$ cat config.mk
export PLATFORM = sky130hd
export DESIGN_NAME = token_bucket_packet_shaper
export DESIGN_NICKNAME = d
export VERILOG_FILES = /design/src/rtl/core/tbps_pkg.sv /design/src/rtl/core/tbps_queue.sv /design/src/rtl/core/token_bucket_packet_shaper.sv
export SDC_FILE = /design/constraint.sdc
export NUM_CORES = 2
export LEC_CHECK = 0
export BUFFER_PORTS_ARGS = -buffer_cell sky130_fd_sc_hd__buf_4
export CAP_MARGIN = 5
export CORE_ASPECT_RATIO = 0.5
export CORE_MARGIN = 2
export CORE_UTILIZATION = 59
export CTS_BUF_LIST = sky130_fd_sc_hd__clkbuf_8
export CTS_CLUSTER_DIAMETER = 100
export DETAILED_ROUTE_END_ITERATION = 8
export PLACE_DENSITY_LB_ADDON = 0.1
export SYNTH_ARGS = -nofsm -noshare
export SYNTH_HDL_FRONTEND = slang
export SYNTH_HIERARCHICAL = 1
export SYNTH_SLANG_ARGS = --single-unit
export TNS_END_PERCENT = 20
$ cat constraint.sdc
create_clock -name clock -period 6.7 [get_ports clock]
set_clock_uncertainty 0.2 [all_clocks]
set_input_delay 1.005 -clock clock [delete_from_list [all_inputs] [get_ports clock]]
set_output_delay 1.005 -clock clock [all_outputs]
set_load 0.01 [all_outputs]
$ cat src/rtl/core/tbps_pkg.sv
// Shared types and constants for the token bucket packet shaper.
// No dependencies; used by every module of the shaper and its checker.
`default_nettype none

package tbps_pkg;

   localparam int QUEUE_DEPTH_DEFAULT = 64;

   localparam int ID_W     = 16;
   localparam int NEED_W   = 16;
   localparam int LEVEL_W  = 16;
   localparam int WAIT_W   = 7;
   localparam int STATUS_W = 3;

   localparam logic [LEVEL_W-1:0] DEPTH_RESET = 16'd10;

   // stream and register port widths
   localparam int REQ_TDATA_W = ID_W + NEED_W;                          // 32
   localparam int RSP_TDATA_W = 56;                                     // 55 bits used
   localparam int RSP_TUSER_W = STATUS_W + 1;
   localparam int CSR_ADDR_W  = 3;
   localparam int CSR_DATA_W  = 32;

   // register index, taken from paddr[2] (word address)
   localparam logic CSR_IDX_DEPTH = 1'b0;

   typedef enum logic {
      OP_TICK    = 1'b0,
      OP_ARRIVAL = 1'b1
   } op_type;

   typedef enum logic [STATUS_W-1:0] {
      ST_TOKEN_ADDED      = 3'd0,
      ST_TOKEN_DROPPED    = 3'd1,
      ST_PACKET_QUEUED    = 3'd2,
      ST_DROPPED_OVERSIZE = 3'd3,
      ST_DROPPED_FULL     = 3'd4
   } status_type;

   typedef struct packed {
      logic [NEED_W-1:0] need;
      logic [ID_W-1:0]   id;
   } entry_type;

   typedef struct packed {
      logic push;
      logic pop;
   } queue_ctl_type;

endpackage

`default_nettype wire

$ cat src/rtl/core/tbps_queue.sv
// Waiting-packet FIFO: memory with a registered head read and write forwarding.
// Depends on tbps_pkg.
`default_nettype none

module tbps_queue #(
   parameter int QUEUE_DEPTH = tbps_pkg::QUEUE_DEPTH_DEFAULT
) (
   input  wire logic                              clock,
   input  wire logic                              reset,
   input  wire tbps_pkg::queue_ctl_type           ctl,
   input  wire tbps_pkg::entry_type               push_entry,
   output tbps_pkg::entry_type                    head_entry,
   output logic [$clog2(QUEUE_DEPTH+1)-1:0]       count
);

   localparam int PTR_W = $clog2(QUEUE_DEPTH);
   localparam int CNT_W = $clog2(QUEUE_DEPTH + 1);
   localparam logic [PTR_W-1:0] LAST_SLOT = PTR_W'(QUEUE_DEPTH - 1);

   tbps_pkg::entry_type mem [QUEUE_DEPTH];
   tbps_pkg::entry_type head_entry_ff;

   logic [PTR_W-1:0] head_ff, head_in;
   logic [PTR_W-1:0] tail_ff, tail_in;
   logic [CNT_W-1:0] count_ff, count_in;

   always_comb begin
      head_in  = head_ff;
      tail_in  = tail_ff;
      if (ctl.pop) begin
         head_in = (head_ff == LAST_SLOT) ? '0 : head_ff + PTR_W'(1);
      end
      if (ctl.push) begin
         tail_in = (tail_ff == LAST_SLOT) ? '0 : tail_ff + PTR_W'(1);
      end
      count_in = count_ff + CNT_W'(ctl.push) - CNT_W'(ctl.pop);
   end

   always_ff @(posedge clock) begin
      if (reset) begin
         head_ff  <= '0;
         tail_ff  <= '0;
         count_ff <= '0;
      end else begin
         head_ff  <= head_in;
         tail_ff  <= tail_in;
         count_ff <= count_in;
      end
   end

   always_ff @(posedge clock) begin
      if (ctl.push) begin
         mem[tail_ff] <= push_entry;
      end
   end

   // read the next head; forward the entry written to that same slot this cycle
   always_ff @(posedge clock) begin
      if (ctl.push && (tail_ff == head_in)) begin
         head_entry_ff <= push_entry;
      end else begin
         head_entry_ff <= mem[head_in];
      end
   end

   assign head_entry = head_entry_ff;
   assign count      = count_ff;

endmodule

`default_nettype wire

$ cat src/rtl/core/token_bucket_packet_shaper.sv
// Token bucket packet shaper, top level: request register, event logic, result register.
// Depends on tbps_pkg and tbps_queue.
//
// Usage
//  - Request channel (req_*): one event per request. req_tuser is the operation
//    (0 token tick, 1 packet arrival); req_tdata carries packet id and token need.
//  - Result channel (rsp_*): exactly one result per request, in order. rsp_tuser
//    holds status and the release flag; rsp_tdata the released id and tokens,
//    bucket level and waiting count after the event.
//  - Config port (csr_*): APB-style, one register, bucket_depth at byte address 0.
//    Write it only while no request is in flight.
// Timing
//  - A request goes through the request register, then the result register;
//    one request per cycle is sustained while rsp_tready stays high: the event
//    logic is a single pass, and the head of the queue sits in a register read
//    ahead from the queue memory, so back-to-back events never wait on the
//    memory port.
// Reset and stall
//  - Synchronous reset empties the bucket and the queue and sets bucket_depth to 10.
//    Queue memory is not cleared; only written slots are ever read.
//  - When rsp_tready is low the result holds; the request register still drains
//    into a free result register, and req_tready drops only when both are full.
`default_nettype none

module token_bucket_packet_shaper #(
   parameter int QUEUE_DEPTH = tbps_pkg::QUEUE_DEPTH_DEFAULT
) (
   input  wire logic                                clock,
   input  wire logic                                reset,
   // request channel
   input  wire logic                                req_tvalid,
   output logic                                     req_tready,
   input  wire logic [tbps_pkg::REQ_TDATA_W-1:0]    req_tdata,  // [15:0] packet_id, [31:16] tokens_needed
   input  wire logic [0:0]                          req_tuser,  // [0] operation
   // result channel
   output logic                                     rsp_tvalid,
   input  wire logic                                rsp_tready,
   output logic [tbps_pkg::RSP_TDATA_W-1:0]         rsp_tdata,  // [15:0] released_id,
                                                                // [31:16] released_tokens,
                                                                // [47:32] bucket_level,
                                                                // [54:48] waiting_count, [55] zero
   output logic [tbps_pkg::RSP_TUSER_W-1:0]         rsp_tuser,  // [2:0] status, [3] released
   // configuration port
   input  wire logic                                csr_psel,
   input  wire logic                                csr_penable,
   input  wire logic                                csr_pwrite,
   input  wire logic [tbps_pkg::CSR_ADDR_W-1:0]     csr_paddr,
   input  wire logic [tbps_pkg::CSR_DATA_W-1:0]     csr_pwdata,
   output logic [tbps_pkg::CSR_DATA_W-1:0]          csr_prdata,
   output logic                                     csr_pready
);

   localparam int CNT_W = $clog2(QUEUE_DEPTH + 1);
   localparam logic [CNT_W-1:0] FULL_COUNT = CNT_W'(QUEUE_DEPTH);

   // ---------------------------------------------------------------- config
   logic [tbps_pkg::LEVEL_W-1:0] depth_ff;
   logic                         csr_write;

   assign csr_pready = 1'b1;
   assign csr_write  = csr_psel && csr_penable && csr_pwrite && csr_pready
                       && (csr_paddr[2] == tbps_pkg::CSR_IDX_DEPTH);

   always_ff @(posedge clock) begin
      if (reset) begin
         depth_ff <= tbps_pkg::DEPTH_RESET;
      end else if (csr_write) begin
         depth_ff <= csr_pwdata[tbps_pkg::LEVEL_W-1:0];
      end
   end

   always_comb begin
      csr_prdata = '0;
      if (csr_paddr[2] == tbps_pkg::CSR_IDX_DEPTH) begin
         csr_prdata = {{(tbps_pkg::CSR_DATA_W - tbps_pkg::LEVEL_W){1'b0}}, depth_ff};
      end
   end

   // ---------------------------------------------------------- request register
   logic                          in_valid_ff, in_valid_in;
   tbps_pkg::op_type              in_op_ff;
   logic [tbps_pkg::ID_W-1:0]     in_id_ff;
   logic [tbps_pkg::NEED_W-1:0]   in_need_ff;
   logic                          rsp_valid_ff, rsp_valid_in;
   logic                          advance;
   logic                          req_take;

   // the event in the request register moves on when the result register is free
   assign advance    = in_valid_ff && (!rsp_valid_ff || rsp_tready);
   assign req_tready = !in_valid_ff || advance;
   assign req_take   = req_tvalid && req_tready;

   always_comb begin
      in_valid_in = in_valid_ff;
      if (req_take) begin
         in_valid_in = 1'b1;
      end else if (advance) begin
         in_valid_in = 1'b0;
      end
   end

   always_ff @(posedge clock) begin
      if (reset) begin
         in_valid_ff <= 1'b0;
      end else begin
         in_valid_ff <= in_valid_in;
      end
   end

   always_ff @(posedge clock) begin
      if (req_take) begin
         in_op_ff   <= tbps_pkg::op_type'(req_tuser[0]);
         in_id_ff   <= req_tdata[tbps_pkg::ID_W-1:0];
         in_need_ff <= req_tdata[tbps_pkg::REQ_TDATA_W-1:tbps_pkg::ID_W];
      end
   end

   // ------------------------------------------------------------- event logic
   tbps_pkg::queue_ctl_type       q_ctl;
   tbps_pkg::entry_type           q_push_entry;
   tbps_pkg::entry_type           q_head;
   logic [CNT_W-1:0]              q_count;

   logic [tbps_pkg::LEVEL_W-1:0]  level_ff, level_in, level_mid;
   tbps_pkg::status_type          status;
   tbps_pkg::entry_type           head;
   logic                          oversize, full, enqueue, head_valid, release_head;
   logic [CNT_W-1:0]              count_after;

   always_comb begin
      oversize = in_need_ff > depth_ff;
      full     = q_count == FULL_COUNT;
      enqueue  = 1'b0;
      level_mid = level_ff;

      if (in_op_ff == tbps_pkg::OP_TICK) begin
         if (level_ff < depth_ff) begin
            level_mid = level_ff + tbps_pkg::LEVEL_W'(1);
            status    = tbps_pkg::ST_TOKEN_ADDED;
         end else begin
            status    = tbps_pkg::ST_TOKEN_DROPPED;
         end
      end else if (oversize) begin
         status = tbps_pkg::ST_DROPPED_OVERSIZE;
      end else if (full) begin
         status = tbps_pkg::ST_DROPPED_FULL;
      end else begin
         status  = tbps_pkg::ST_PACKET_QUEUED;
         enqueue = 1'b1;
      end

      q_push_entry.id   = in_id_ff;
      q_push_entry.need = in_need_ff;

      // an empty queue takes the arriving packet straight to the head
      head         = (q_count == '0) ? q_push_entry : q_head;
      head_valid   = (q_count != '0) || enqueue;
      release_head = head_valid && (head.need <= level_mid);

      level_in = release_head ? level_mid - head.need : level_mid;

      q_ctl.push = advance && enqueue;
      q_ctl.pop  = advance && release_head;

      count_after = q_count + CNT_W'(enqueue) - CNT_W'(release_head);
   end

   always_ff @(posedge clock) begin
      if (reset) begin
         level_ff <= '0;
      end else if (advance) begin
         level_ff <= level_in;
      end
   end

   tbps_queue #(
      .QUEUE_DEPTH (QUEUE_DEPTH)
   ) u_queue (
      .clock      (clock),
      .reset      (reset),
      .ctl        (q_ctl),
      .push_entry (q_push_entry),
      .head_entry (q_head),
      .count      (q_count)
   );

   // ----------------------------------------------------------- result register
   tbps_pkg::status_type           rsp_status_ff;
   logic                           rsp_released_ff;
   logic [tbps_pkg::ID_W-1:0]      rsp_id_ff;
   logic [tbps_pkg::NEED_W-1:0]    rsp_tokens_ff;
   logic [tbps_pkg::LEVEL_W-1:0]   rsp_level_ff;
   logic [tbps_pkg::WAIT_W-1:0]    rsp_wait_ff;

   always_comb begin
      rsp_valid_in = rsp_valid_ff;
      if (advance) begin
         rsp_valid_in = 1'b1;
      end else if (rsp_tready) begin
         rsp_valid_in = 1'b0;
      end
   end

   always_ff @(posedge clock) begin
      if (reset) begin
         rsp_valid_ff <= 1'b0;
      end else begin
         rsp_valid_ff <= rsp_valid_in;
      end
   end

   always_ff @(posedge clock) begin
      if (advance) begin
         rsp_status_ff   <= status;
         rsp_released_ff <= release_head;
         rsp_id_ff       <= release_head ? head.id   : '0;
         rsp_tokens_ff   <= release_head ? head.need : '0;
         rsp_level_ff    <= level_in;
         rsp_wait_ff     <= tbps_pkg::WAIT_W'(count_after);
      end
   end

   assign rsp_tvalid = rsp_valid_ff;
   assign rsp_tuser  = {rsp_released_ff, rsp_status_ff};
   assign rsp_tdata  = {1'b0, rsp_wait_ff, rsp_level_ff, rsp_tokens_ff, rsp_id_ff};

endmodule

`default_nettype wire

==> run metrics <==
worst path bufs/invs 8; syn_area_per_cell about 20 µm²; Rel. slew slack 28.1%; crit path DAT approximately 6800 ps; post-route setup TNS 0 ps; Hold Violations, Final 0; PortBufs approximately 130; Bufs on Longest Clock Path 4; post-layout util between 60% and 70%; Max Cap Viol 0; Worst VDD drop 0.000162 V; vias in the first global route between 40,000 and 50,000; commonest non-fill, non-tap cell in the layout edfxtp_1; worst skew pair latency just over 900 ps; DR pass1 iterations 5; drt via density about 6.5; CTS Buf Count 303; largest net degree at the start of global routing a little over 70; CTS tree built; status complete, no violations; Clk pwr share a little over a third; Filler cells 9,443; R2R depth 30; global-route track usage on met1 44.4%; Root Driver clkbuf_8; Worst Setup Start Kind flip-flop; clk sinks between 2,000 and 2,500; initial antenna violation count 9; first-pass GRT wire length roughly 320,000 µm; CTS Hold Bufs 0; Combinational Power Share 7.2%; worst hold slack between 50 and 60 ps; Worst Path Required ~7100 ps; antenna-violating nets left 0; post-synthesis register bit count 2,199; max-slew violations 0; Seq. cell area approximately 65,000 µm²; register share of total power 57.3%; GPL Wtd Cong between 0.8 and 0.9; die span in x ~550 µm; WL final 228,000 µm; Sw Pwr ~6.2 mW; crit path capture type flip-flop; Seq/Total Area, Yosys between 70% and 80%; hold path cells 1; DRC 0; Internal Power approximately 20 mW; power per cell area 271 nW/µm²; depth of the CTS H-tree 5; synthesis warning total 6; Tcrit/Tclk final a little over nine tenths; R2R Setup Slk around 340 ps; Sw Share between 20% and 30%; Clock Pin Slew Worst Setup and Hold Paths around 70 ps; Starting Density about three fifths; P&R area growth vs syn 13.3%; core area between 100,000 and 150,000 µm²; DR vias 46,100; met2 Use GR 45.5%; Die Y roughly 270 µm; Top FF cell, synth edfxtp_1; DR WL/cell about 32 µm; M3 GR Usage approximately 9.0%; Hold EP in_need_ff[9]; dpl cell area a little over 90,000 µm²; Cell Area, Synth ~86,000 µm²; hold crit path type primary input to flip-flop; Crit path max-delay family compound AO/OA/AOI/OAI gates; slowest stage cell, crit path mux4_2; grt total ovfl 0; fmax approximately 0.16 GHz; worst slew pin tran ~1100 ps; starting DRC count in detailed routing 6,240; Worst Path Max Fanout 10; most frequent cells in the layout edfxtp_1 (2,140), mux4_2 (480), buf_4 (429); io pins 170; Crit path largest cell delay approximately 500 ps; Crit Path Class flip-flop to flip-flop; post-synthesis cell count 4,294; Die Footprint 150,000 µm²; fraction of layout cells with a size suffix above 1 between 20% and 30%; crit path time final around 6400 ps; # setup viols final 0; design area ~98,000 µm²; worst r2r dst rsp_wait_ff[6]; Post-synth EDFFs 2,140; Pleak ~31 nW; area used by multi-input combinational logic 20,000 µm²; Hold Crit Start req_tdata[25]; cell mode on critical path inv_1; cell row count around 100; post-synthesis cell type count 75; dpl hpwl between 100,000 and 150,000 µm; Most Used Layer, Global Route met2; Post-synth ARST share 0%; Final nets 5,004; gr usage total 30.4%
worst max path at each step:
| stage | startpoint | endpoint | slack [ps] | depth (start not counted) |
|---|---|---|---|---|
| 2_1_floorplan | in_need_ff[1] | u_queue/mem[48][0] | 310 | 12 |
| 3_3_place_gp | flip-flop | u_queue/count[6] | 160 | 29 |
| 3_5_place_dp | flip-flop | u_queue/count[6] | 150 | 29 |
| 4_1_cts | flip-flop | u_queue/count[6] | 70 | 29 |
| 5_1_grt | flip-flop | u_queue/count[6] | -50 | 28 |
| 6_report | flip-flop | rsp_wait_ff[6] | 340 | 30 |
power by group through the flow:
stage                     logic [mW]  clock network [mW]  registers, mW
after floorplan                0.994                   0           15.6
after global placement          1.79                   0           15.5
after detailed placement        1.84                   0           15.5
after CTS                       1.84                9.56           15.2
after global routing            2.06                10.2           15.2
final                           1.92                9.42           15.2
through the flow:
| step | cells | setup WS (ps) | total power [mW] |
|---|---|---|---|
| after floorplan | 4310 | 310 | 16.6 |
| after global placement | 6488 | 161 | 17.3 |
| after detailed placement | 6488 | 152 | 17.4 |
| after CTS | 7021 | 70.4 | 26.6 |
| after global routing | 7060 | -46.5 | 27.5 |
| final | 7061 | 340 | 26.6 |
per-layer routing:
metal	vias up	routed length, µm	part of all wire, %
met5	-	13	0.0057
met4	2	5600	2.5
met3	318	29300	13
met2	2758	103000	45
met1	24300	89900	39
li1	18800	-	-
cell usage after synthesis, drive strengths merged (4+ instances only):
cell type,number,area share (%)
mux2i,127,1.5
a2111oi,4,0.048
mux4,480,13
nand4,50,0.36
nand2,174,0.76
xor2,20,0.20
ha,65,0.94
clkbuf,73,0.32
o21ai,49,0.30
xnor2,25,0.25
nor3,30,0.20
nor2b,32,0.23
o211ai,5,0.043
a31oi,7,0.051
nor4,11,0.087
or3,5,0.036
nand3,94,0.54
o21ba,6,0.070
o211a,4,0.046
o22ai,82,0.59
o221ai,26,0.26
or2,10,0.072
buf,170,1.3
o21a,6,0.052
and2,5,0.036
o21bai,5,0.043
nand3b,4,0.035
a21oi,105,0.61
mux2,16,0.23
inv,52,0.23
a22oi,55,0.48
edfxtp,2140,74
nor2,194,0.84
nand2b,26,0.19
and3,22,0.16
dfxtp,59,1.4
a221oi,4,0.048
a211oi,13,0.13
a21o,11,0.096
sequential cells by signal (all words and copies together) (netlist names), named ones only:
signal and count:
u_queue/mem 2048, depth_ff 16, in_id_ff 16, in_need_ff 16, level_ff 16, rsp_id_ff 16, rsp_level_ff 16, rsp_tokens_ff 16
rsp_wait_ff 7, u_queue/count 7, u_queue/head_ff 6, u_queue/tail_ff 6, rsp_status_ff 3, in_op_ff 1, in_valid_ff 1, rsp_released_ff 1
rsp_tvalid 1
cells by family after synthesis:
kind of cell	count (synthesis)	synth area share, %
DFF	2199	75.7
and+or+nand+nor	666	3.65
muxes	623	14.2
AOI/OAI and AO/OA	396	3.04
buffers and inverters	295	1.88
adders and majority gates	68	1.01
xor gates and xnor gates	45	0.456
other	2	0.00869
cell type report:
| class | count | share of cell area, % |
|---|---|---|
| Clock buffer | 308 | 4.33 |
| Antenna cell | 3 | 0.00767 |
| Inverter | 52 | 0.203 |
| Timing Repair Buffer | 489 | 4.53 |
| Clock inverter | 225 | 1.11 |
| Sequential cell | 2199 | 66.9 |
| Multi-Input combinational cell | 1816 | 20.4 |
| Tap cell | 1969 | 2.52 |
timing repair:
item,CTS,global route
setup buffers,0,32
gates resized for setup,0,53
endpoints found under the setup margin,0,5
Note: power is estimated with default switching activity, not from simulation.
